<file path="src/sv/tds_pkg.sv">
// shared types and codes for the tagged deque store
package tds_pkg;

  localparam int KIND_W   = 3;
  localparam int STATUS_W = 2;

  typedef enum logic [KIND_W-1:0] {
    KIND_PUSH_TAIL = 3'd0,
    KIND_PUSH_HEAD = 3'd1,
    KIND_POP_HEAD  = 3'd2,
    KIND_POP_TAIL  = 3'd3,
    KIND_DELETE    = 3'd4,
    KIND_READ      = 3'd5,
    KIND_WRITE     = 3'd6
  } kind_t;

  typedef enum logic [STATUS_W-1:0] {
    STAT_OK    = 2'd0,
    STAT_FULL  = 2'd1,
    STAT_EMPTY = 2'd2,
    STAT_RANGE = 2'd3
  } status_t;

  typedef enum logic [2:0] {
    S_IDLE,
    S_EXEC,
    S_RDWAIT,
    S_DEL,
    S_DONE
  } state_t;

endpackage

</file>
<file path="src/sv/tagged_deque_store_core.sv">
// top level of the tagged deque store
//
//  channel  dir  signals                    payload
//  s_*      in   tvalid tready tdata tuser  tuser kind, tdata value tag position
//  m_*      out  tvalid tready tdata        tdata value tag count removed status
//
// push and write go through exec to done; pop and read add a read wait state, skipped when flagged
// delete by value walks the entries in the delete state, one entry a cycle through the read port
// s_tready is high only while the sequencer is idle
// result waits in the output register; a held result stalls only the next finish
// rst is synchronous, clears the head pointer, count, state and valid; entries are undefined until pushed
module tagged_deque_store_core import tds_pkg::*; #(
  parameter int DEPTH       = 64,
  parameter int VALUE_WIDTH = 16,
  parameter int TAG_WIDTH   = 8,
  localparam int AW       = $clog2(DEPTH),
  localparam int CW       = $clog2(DEPTH + 1),
  localparam int IN_BITS  = VALUE_WIDTH + TAG_WIDTH + AW,
  localparam int IN_W     = ((IN_BITS + 7) / 8) * 8,
  localparam int OUT_BITS = VALUE_WIDTH + TAG_WIDTH + 2 * CW + STATUS_W,
  localparam int OUT_W    = ((OUT_BITS + 7) / 8) * 8
) (
  input  logic              clk,
  input  logic              rst,
  input  logic              s_tvalid,
  output logic              s_tready,
  input  logic [IN_W-1:0]   s_tdata,   // value, tag, position
  input  logic [KIND_W-1:0] s_tuser,   // kind
  output logic              m_tvalid,
  input  logic              m_tready,
  output logic [OUT_W-1:0]  m_tdata    // out_value, out_tag, entry_count, removed, status
);

  logic                   start;
  logic                   ready;
  logic                   out_free;
  logic                   res_valid;
  logic [VALUE_WIDTH-1:0] res_value;
  logic [TAG_WIDTH-1:0]   res_tag;
  logic [CW-1:0]          res_count;
  logic [CW-1:0]          res_removed;
  status_t                res_status;

  logic                   wr_en;
  logic                   wr_tag_en;
  logic [AW-1:0]          wr_addr;
  logic [VALUE_WIDTH-1:0] wr_value;
  logic [TAG_WIDTH-1:0]   wr_tag;
  logic                   rd_en;
  logic [AW-1:0]          rd_addr;
  logic [VALUE_WIDTH-1:0] rd_value;
  logic [TAG_WIDTH-1:0]   rd_tag;

  logic [VALUE_WIDTH-1:0] in_value;
  logic [TAG_WIDTH-1:0]   in_tag;
  logic [AW-1:0]          in_pos;

  assign in_value = s_tdata[VALUE_WIDTH-1:0];
  assign in_tag   = s_tdata[VALUE_WIDTH +: TAG_WIDTH];
  assign in_pos   = s_tdata[VALUE_WIDTH+TAG_WIDTH +: AW];

  assign s_tready = ready;
  assign start    = s_tvalid && ready;
  assign out_free = !m_tvalid || m_tready;

  tds_seq #(
    .DEPTH       (DEPTH),
    .VALUE_WIDTH (VALUE_WIDTH),
    .TAG_WIDTH   (TAG_WIDTH)
  ) u_seq (
    .clk         (clk),
    .rst         (rst),
    .start       (start),
    .in_kind     (s_tuser),
    .in_value    (in_value),
    .in_tag      (in_tag),
    .in_pos      (in_pos),
    .ready       (ready),
    .out_free    (out_free),
    .res_valid   (res_valid),
    .res_value   (res_value),
    .res_tag     (res_tag),
    .res_count   (res_count),
    .res_removed (res_removed),
    .res_status  (res_status),
    .wr_en       (wr_en),
    .wr_tag_en   (wr_tag_en),
    .wr_addr     (wr_addr),
    .wr_value    (wr_value),
    .wr_tag      (wr_tag),
    .rd_en       (rd_en),
    .rd_addr     (rd_addr),
    .rd_value    (rd_value),
    .rd_tag      (rd_tag)
  );

  tds_mem #(
    .DEPTH       (DEPTH),
    .VALUE_WIDTH (VALUE_WIDTH),
    .TAG_WIDTH   (TAG_WIDTH)
  ) u_mem (
    .clk       (clk),
    .wr_en     (wr_en),
    .wr_tag_en (wr_tag_en),
    .wr_addr   (wr_addr),
    .wr_value  (wr_value),
    .wr_tag    (wr_tag),
    .rd_en     (rd_en),
    .rd_addr   (rd_addr),
    .rd_value  (rd_value),
    .rd_tag    (rd_tag)
  );

  // output register
  always_ff @(posedge clk) begin
    if (rst) begin
      m_tvalid <= 1'b0;
    end else if (res_valid && out_free) begin
      m_tvalid <= 1'b1;
    end else if (m_tready) begin
      m_tvalid <= 1'b0;
    end
  end

  always_ff @(posedge clk) begin
    if (res_valid && out_free) begin
      m_tdata <= OUT_W'({res_status, res_removed, res_count, res_tag, res_value});
    end
  end

endmodule

</file>
<file path="src/sv/tds_wrap.sv">
// ring address adder, base plus offset modulo depth
module tds_wrap #(
  parameter int DEPTH = 64,
  localparam int AW = $clog2(DEPTH)
) (
  input  logic [AW-1:0] base,
  input  logic [AW-1:0] off,
  output logic [AW-1:0] sum
);

  localparam logic [AW:0] DEPTH_W = (AW+1)'(DEPTH);

  logic [AW:0] raw;
  logic [AW:0] wrapped;

  always_comb begin
    raw     = {1'b0, base} + {1'b0, off};
    wrapped = (raw >= DEPTH_W) ? raw - DEPTH_W : raw;
    sum     = wrapped[AW-1:0];
  end

endmodule

</file>
<file path="src/sv/tds_mem.sv">
// entry storage, one write port and one registered read port
module tds_mem #(
  parameter int DEPTH       = 64,
  parameter int VALUE_WIDTH = 16,
  parameter int TAG_WIDTH   = 8,
  localparam int AW = $clog2(DEPTH)
) (
  input  logic                   clk,
  input  logic                   wr_en,
  input  logic                   wr_tag_en,
  input  logic [AW-1:0]          wr_addr,
  input  logic [VALUE_WIDTH-1:0] wr_value,
  input  logic [TAG_WIDTH-1:0]   wr_tag,
  input  logic                   rd_en,
  input  logic [AW-1:0]          rd_addr,
  output logic [VALUE_WIDTH-1:0] rd_value,
  output logic [TAG_WIDTH-1:0]   rd_tag
);

  logic [VALUE_WIDTH-1:0] value_mem [DEPTH];
  logic [TAG_WIDTH-1:0]   tag_mem   [DEPTH];

  always_ff @(posedge clk) begin
    if (wr_en) begin
      value_mem[wr_addr] <= wr_value;
    end
    if (wr_tag_en) begin
      tag_mem[wr_addr] <= wr_tag;
    end
  end

  always_ff @(posedge clk) begin
    if (rd_en) begin
      rd_value <= value_mem[rd_addr];
      rd_tag   <= tag_mem[rd_addr];
    end
  end

endmodule

</file>
<file path="src/sv/tds_seq.sv">
// operation sequencer: pointers, count, delete compaction walk
module tds_seq import tds_pkg::*; #(
  parameter int DEPTH       = 64,
  parameter int VALUE_WIDTH = 16,
  parameter int TAG_WIDTH   = 8,
  localparam int AW = $clog2(DEPTH),
  localparam int CW = $clog2(DEPTH + 1)
) (
  input  logic                   clk,
  input  logic                   rst,
  input  logic                   start,
  input  logic [KIND_W-1:0]      in_kind,
  input  logic [VALUE_WIDTH-1:0] in_value,
  input  logic [TAG_WIDTH-1:0]   in_tag,
  input  logic [AW-1:0]          in_pos,
  output logic                   ready,
  input  logic                   out_free,
  output logic                   res_valid,
  output logic [VALUE_WIDTH-1:0] res_value,
  output logic [TAG_WIDTH-1:0]   res_tag,
  output logic [CW-1:0]          res_count,
  output logic [CW-1:0]          res_removed,
  output status_t                res_status,
  output logic                   wr_en,
  output logic                   wr_tag_en,
  output logic [AW-1:0]          wr_addr,
  output logic [VALUE_WIDTH-1:0] wr_value,
  output logic [TAG_WIDTH-1:0]   wr_tag,
  output logic                   rd_en,
  output logic [AW-1:0]          rd_addr,
  input  logic [VALUE_WIDTH-1:0] rd_value,
  input  logic [TAG_WIDTH-1:0]   rd_tag
);

  state_t state, state_next;
  logic [AW-1:0] head, head_next;
  logic [CW-1:0] count, count_next;

  logic [KIND_W-1:0]      op_kind;
  logic [VALUE_WIDTH-1:0] op_value;
  logic [TAG_WIDTH-1:0]   op_tag;
  logic [AW-1:0]          op_pos;

  logic [AW-1:0] src, src_next, dst, dst_next;
  logic [CW-1:0] issued, issued_next, kept, kept_next;
  logic          pend, pend_next;

  logic [VALUE_WIDTH-1:0] res_value_next;
  logic [TAG_WIDTH-1:0]   res_tag_next;
  logic [CW-1:0]          res_removed_next;
  status_t                res_status_next;

  logic [AW-1:0] off;
  logic [AW-1:0] addr;
  logic [AW-1:0] src_inc, dst_inc;
  logic [CW-1:0] count_dec;
  logic          is_full, is_empty, out_of_range;

  assign count_dec    = count - CW'(1);
  assign is_full      = (count == CW'(DEPTH));
  assign is_empty     = (count == '0);
  assign out_of_range = (CW'(op_pos) >= count);

  always_comb begin
    case (op_kind)
      KIND_PUSH_TAIL: off = count[AW-1:0];
      KIND_PUSH_HEAD: off = AW'(DEPTH - 1);
      KIND_POP_HEAD:  off = AW'(1);
      KIND_POP_TAIL:  off = count_dec[AW-1:0];
      KIND_READ:      off = op_pos;
      KIND_WRITE:     off = op_pos;
      default:        off = '0;
    endcase
  end

  tds_wrap #(.DEPTH(DEPTH)) u_addr (
    .base (head),
    .off  (off),
    .sum  (addr)
  );

  tds_wrap #(.DEPTH(DEPTH)) u_src_inc (
    .base (src),
    .off  (AW'(1)),
    .sum  (src_inc)
  );

  tds_wrap #(.DEPTH(DEPTH)) u_dst_inc (
    .base (dst),
    .off  (AW'(1)),
    .sum  (dst_inc)
  );

  always_ff @(posedge clk) begin
    if (rst) begin
      state <= S_IDLE;
      head  <= '0;
      count <= '0;
      pend  <= 1'b0;
    end else begin
      state <= state_next;
      head  <= head_next;
      count <= count_next;
      pend  <= pend_next;
    end
  end

  always_ff @(posedge clk) begin
    if (start) begin
      op_kind  <= in_kind;
      op_value <= in_value;
      op_tag   <= in_tag;
      op_pos   <= in_pos;
    end
    src         <= src_next;
    dst         <= dst_next;
    issued      <= issued_next;
    kept        <= kept_next;
    res_value   <= res_value_next;
    res_tag     <= res_tag_next;
    res_removed <= res_removed_next;
    res_status  <= res_status_next;
  end

  always_comb begin
    state_next       = state;
    head_next        = head;
    count_next       = count;
    src_next         = src;
    dst_next         = dst;
    issued_next      = issued;
    kept_next        = kept;
    pend_next        = 1'b0;
    res_value_next   = res_value;
    res_tag_next     = res_tag;
    res_removed_next = res_removed;
    res_status_next  = res_status;
    wr_en            = 1'b0;
    wr_tag_en        = 1'b0;
    wr_addr          = addr;
    wr_value         = op_value;
    wr_tag           = op_tag;
    rd_en            = 1'b0;
    rd_addr          = addr;

    case (state)
      S_IDLE: begin
        if (start) begin
          state_next = S_EXEC;
        end
      end

      S_EXEC: begin
        res_value_next   = '0;
        res_tag_next     = '0;
        res_removed_next = '0;
        res_status_next  = STAT_OK;
        state_next       = S_DONE;
        case (op_kind)
          KIND_PUSH_TAIL: begin
            if (is_full) begin
              res_status_next = STAT_FULL;
            end else begin
              wr_en      = 1'b1;
              wr_tag_en  = 1'b1;
              count_next = count + CW'(1);
            end
          end
          KIND_PUSH_HEAD: begin
            if (is_full) begin
              res_status_next = STAT_FULL;
            end else begin
              wr_en      = 1'b1;
              wr_tag_en  = 1'b1;
              head_next  = addr;
              count_next = count + CW'(1);
            end
          end
          KIND_POP_HEAD: begin
            if (is_empty) begin
              res_status_next = STAT_EMPTY;
            end else begin
              rd_en      = 1'b1;
              rd_addr    = head;
              head_next  = addr;
              count_next = count_dec;
              state_next = S_RDWAIT;
            end
          end
          KIND_POP_TAIL: begin
            if (is_empty) begin
              res_status_next = STAT_EMPTY;
            end else begin
              rd_en      = 1'b1;
              count_next = count_dec;
              state_next = S_RDWAIT;
            end
          end
          KIND_READ: begin
            if (out_of_range) begin
              res_status_next = STAT_RANGE;
            end else begin
              rd_en      = 1'b1;
              state_next = S_RDWAIT;
            end
          end
          KIND_WRITE: begin
            if (out_of_range) begin
              res_status_next = STAT_RANGE;
            end else begin
              wr_en = 1'b1;
            end
          end
          KIND_DELETE: begin
            src_next    = head;
            dst_next    = head;
            issued_next = '0;
            kept_next   = '0;
            state_next  = S_DEL;
          end
          default: begin
            state_next = S_DONE;
          end
        endcase
      end

      S_RDWAIT: begin
        res_value_next = rd_value;
        res_tag_next   = rd_tag;
        state_next     = S_DONE;
      end

      S_DEL: begin
        rd_addr = src;
        if (issued != count) begin
          rd_en       = 1'b1;
          src_next    = src_inc;
          issued_next = issued + CW'(1);
          pend_next   = 1'b1;
        end
        if (pend && (rd_value != op_value)) begin
          wr_en     = 1'b1;
          wr_tag_en = 1'b1;
          wr_addr   = dst;
          wr_value  = rd_value;
          wr_tag    = rd_tag;
          dst_next  = dst_inc;
          kept_next = kept + CW'(1);
        end
        if ((issued == count) && !pend) begin
          count_next       = kept;
          res_removed_next = count - kept;
          state_next       = S_DONE;
        end
      end

      S_DONE: begin
        if (out_free) begin
          state_next = S_IDLE;
        end
      end

      default: begin
        state_next = S_IDLE;
      end
    endcase
  end

  assign ready     = (state == S_IDLE);
  assign res_valid = (state == S_DONE);
  assign res_count = count;

endmodule

</file>
<file path="config.mk">
export PLATFORM = sky130hd
export DESIGN_NAME = tagged_deque_store_core
export DESIGN_NICKNAME = d
export VERILOG_FILES = /design/src/sv/tds_pkg.sv /design/src/sv/tagged_deque_store_core.sv /design/src/sv/tds_wrap.sv /design/src/sv/tds_mem.sv /design/src/sv/tds_seq.sv
export SDC_FILE = /design/constraint.sdc
export NUM_CORES = 2
export LEC_CHECK = 0
export BUFFER_PORTS_ARGS = -buffer_cell sky130_fd_sc_hd__buf_2
export CAP_MARGIN = 20
export CORE_MARGIN = 2
export CORE_UTILIZATION = 35
export DETAILED_ROUTE_END_ITERATION = 6
export PLACE_DENSITY_LB_ADDON = 0.1
export SLEW_MARGIN = 20
export SYNTH_ARGS = -nofsm -noshare
export SYNTH_HDL_FRONTEND = slang
export SYNTH_SLANG_ARGS = --single-unit
</file>
<file path="constraint.sdc">
create_clock -name clk -period 6.1 [get_ports clk]
set_input_delay 0.915 -clock clk [delete_from_list [all_inputs] [get_ports clk]]
set_output_delay 0.915 -clock clk [all_outputs]
set_load 0.005 [all_outputs]
</file>
==> results by group <==
Run status
  – Run status: finished, final reports clean

CTS
  – Hold Buf Count CTS: 0
  – CTS tree: built
  – Num CTS Buffers: approximately 190
  – Clock transition at path regs: ~60 ps
  – Worst skew pair latency: 840 ps
  – Clk sinks: about 1700
  – Post-CTS sizing: 0
  – CTS HTree Levels: 4
  – Post-CTS setup buffers: 0
  – Longest Clk Path Bufs: 3
  – Root buffer cell: clkbuf_16

Power and ir drop
  – Lkg Pwr: about 27 nW
  – Clock Power Share: between 30% and 40%
  – Net Switching: a little under 8 mW
  – Internal: roughly 21 mW
  – PD cells: ~360 nW/um^2
  – Logic pwr share: between 15 and 20%
  – Sw Share: roughly 28%
  – Max VDD drop: around 220 uV
  – Sequential power share: 46.0%

Hold path
  – Min-Delay Path Depth: 1
  – Worst Min Path Start: s_tdata[19]
  – Hold WC Path Type: in -> reg

Timing
  – Final period utilization: 87.72%
  – Final Max Slew Viols: 0
  – Endpoints failing setup: 0
  – Fmax: 186.9 MHz
  – Worst Skew: 34.63 ps
  – Min cycle time layout: 5351 ps
  – Worst Tran Pin Value: approximately 1100 ps
  – Final hold vios: 0
  – Slew margin rel.: 25.57%
  – Unrepaired setup endpoints after global routing: false
  – Setup_tns: 0 ps
  – Post-route setup slack: roughly 750 ps

Floorplanning
  – IO Count: roughly 80
  – Starting Density: a little over a third
  – Chip width: around 450 um
  – Die Area: about 200000 sq um
  – Core area: a little under 200000 sq um
  – Core Rows: between 150 and 200
  – Die H: around 450 um

Drt
  – DR vias: 41120
  – DRT Wirelength: a little over 200 mm
  – DRT Pass-1 Iters: 6
  – DR iter-0 viols: between 3000 and 4000
  – DR WL/cell: roughly 26 um
  – ANT nets after route: 0
  – Drt drc: 0
  – DR vias/cell: approximately 5.2

Place
  – Place WS: between 700 and 800 ps
  – Placer Congestion: roughly 0.82
  – DP HPWL: between 100 and 150 mm
  – I/O Buffers: 78

Synth
  – Top_reg_cell synth: edfxtp_1
  – Synth Instances: 4851
  – Fraction of the yosys area taken by sequential cells: approximately three quarters
  – Mapped Nets: 4916
  – Synth Cell Area: roughly 69000 sq um
  – Synth cell types: just under 80
  – Avg Inst Size Synth: about 14 sq um
  – Post-synthesis register bit count: between 1500 and 2000
  – Synth Warn #: 0
  – EDFF count, synth: ~1700
  – Synth async-reset ratio: 0%

Setup path
  – Worst Path Arrival: approximately 6000 ps
  – CP Capture Type: flop
  – Crit-path cells: inv_1 > ha_1 > o22a_1 > o21ai_0 > fa_1 > inv_1 > mux2i_1 > a311oi_4 > buf_12 > buf_4 > buf_4 > a21oi_1 > a22oi_1 > o22ai_1 > nor4_1 > nor3_1 > a21oi_1
  – Worst Setup SP: u_seq.res_count[1]
  – Worst r2r path cells: 17
  – Startpoint type of the worst setup path: flop
  – Worst path max stage delay: between 600 and 700 ps
  – Slowest cell on crit path: fa_1
  – Worst setup path class: reg -> reg
  – Reg2reg start: u_seq.res_count[1]
  – Critical path peak fanout: 16
  – Worst path required time: a little under 7000 ps

Global routing
  – First-pass GRT wire length: between 200 and 300 mm
  – Total GRT Usage: between 20% and 30%
  – Gr ovfl total: 0
  – Vias in the first global route: about 40000
  – Initial antenna violation count: 7
  – Pin count of the biggest net entering global routing: 65

Layout
  – # nets final: approximately 5100
  – Synth-to-layout area growth: 15.77%
  – Fraction of layout instances using a drive strength above 1: between 10 and 15%

Run
  – Max Cap Viol: 0
-- flip-flops by register name, indices dropped and copies added (netlist names), 8 cells and up --
register,count
u_mem.rd_value,16
u_seq.op_value,16
u_seq.res_tag,8
u_seq.res_value,16
u_mem.tag_mem,512
m_tdata,40
u_seq.op_tag,8
u_mem.value_mem,1024
u_mem.rd_tag,8
-- cell families after synthesis --
logic type / after synthesis / share of synthesized area, %
flip-flops: 1710 / 74.19
AND/OR/NAND/NOR: 1548 / 9.837
AO/OA/AOI/OAI: 874 / 8.246
buffers and inverters: 346 / 2.246
multiplexers: 292 / 4.287
XOR/XNOR: 55 / 0.6985
adder cells (fa/ha/maj): 26 / 0.4935
-- stage by stage --
| step | total power, mW | utilization [%] | hold slack [ps] | instances | area [sq um] |
|---|---|---|---|---|---|
| after CTS | 28.76 | 40.84 | 181.4 | 7855 | 79810 |
| after global routing | 29.50 | 40.86 | 210.0 | 7857 | 79840 |
| after detailed placement | 17.94 | 37.89 | 404.5 | 7516 | 74030 |
| final | 28.48 | 40.86 | 254.5 | 7858 | 79850 |
| after floorplan | 15.93 | - | 400.3 | 4851 | 68970 |
| after global placement | 17.93 | 37.89 | 402.3 | 7516 | 74030 |
-- power groups by stage --
stage	clock, mW	combinational, mW	sequential, mW
detailed placement	0	4.59	13.4
global route	11.5	4.91	13.1
global placement	0	4.58	13.4
floorplan	0	2.60	13.3
CTS	11.1	4.60	13.1
finish	10.8	4.56	13.1
-- layer usage --
metal | GRT usage (%) | wire length, um
met1 | 29.05 | 94350
met2 | 30.33 | 90880
met3 | 3.514 | 11780
met4 | 7.044 | 6620
met5 | 0 | 13
-- cell type report --
| type | count | area (sq um) |
|---|---|---|
| fill | 18180 | 115600 |
| multi-input combinational | 2795 | 16590 |
| sequential | 1710 | 51170 |
| tap | 2624 | 3283 |
| clock inverter | 102 | 834.6 |
| antenna | 2 | 5.005 |
| inverter | 20 | 75.07 |
| timing repair buffer | 368 | 2950 |
| clock buffer | 237 | 4941 |
-- layout by cell type (no fill, tap or decap), types with 24 or more instances in the layout --
cell type	count
a32o_1	49
a211oi_1	25
nand2b_1	30
buf_2	78
a21oi_1	402
clkbuf_16	190
and2_1	52
mux2_2	26
a22oi_1	100
ha_1	24
clkinv_1	45
or4_1	25
nor3_2	33
buf_12	29
clkbuf_1	46
xor2_1	32
a2111oi_0	24
o22ai_1	99
edfxtp_1	1692
mux2i_1	265
nand3_1	235
a211o_1	25
clkinv_2	34
buf_4	260
nor4_1	55
nor3_1	34
o21ai_0	42
nand2_1	875
nor2_1	157
-- worst paths after layout --
check / endpoint / slack (ps)
worst max register to register: u_mem.rd_value[15] / 750
worst max-delay path: u_mem.rd_value[15] / 750
worst min register to register: m_tdata[5] / 410
worst min-delay path: u_seq.op_tag[3] / 250
-- synthesized netlist by cell type (all sizes together) (3+ instances only) --
| cell type | n | area, sq um |
|---|---|---|
| edfxtp | 1692 | 50810 |
| nand2 | 879 | 3299 |
| a21oi | 405 | 2031 |
| mux2i | 265 | 2653 |
| nand3 | 235 | 1176 |
| buf | 172 | 895.8 |
| nor2 | 163 | 614.3 |
| clkbuf | 154 | 578.1 |
| a22oi | 100 | 750.7 |
| o22ai | 99 | 619.3 |
| nor3 | 68 | 351.6 |
| nor4 | 55 | 344.1 |
| and2 | 52 | 325.3 |
| a32o | 49 | 490.5 |
| o21ai | 45 | 225.2 |
| xor2 | 32 | 280.3 |
| nand2b | 30 | 187.7 |
| a211oi | 28 | 220.2 |
| mux2 | 27 | 304.0 |
| a2111oi | 26 | 265.3 |
| a211o | 26 | 229.0 |
| o311ai | 25 | 226.5 |
| or4 | 25 | 187.7 |
| ha | 24 | 300.3 |
| a221o | 23 | 230.2 |
| xnor2 | 23 | 201.4 |
| inv | 19 | 71.32 |
| dfxtp | 18 | 360.4 |
| nor2b | 11 | 68.82 |
| a21o | 10 | 75.07 |
| or2 | 10 | 62.56 |
| o31ai | 7 | 52.55 |
| a31oi | 5 | 31.28 |
| and3 | 4 | 25.02 |
| nand3b | 4 | 30.03 |
| o211ai | 4 | 35.03 |
| or3 | 3 | 18.77 |
-- critical path: cells and delay by family, from the launching register on --
family | cells | cell delay (ps)
AND/OR/NAND/NOR | 2 | 870
flip-flops | 1 | 560
adder cells (fa/ha/maj) | 2 | 980
multiplexers | 1 | 120
buffers and inverters | 5 | 1140
AO/OA/AOI/OAI | 7 | 1480
(Power assumes the default switching activity.)
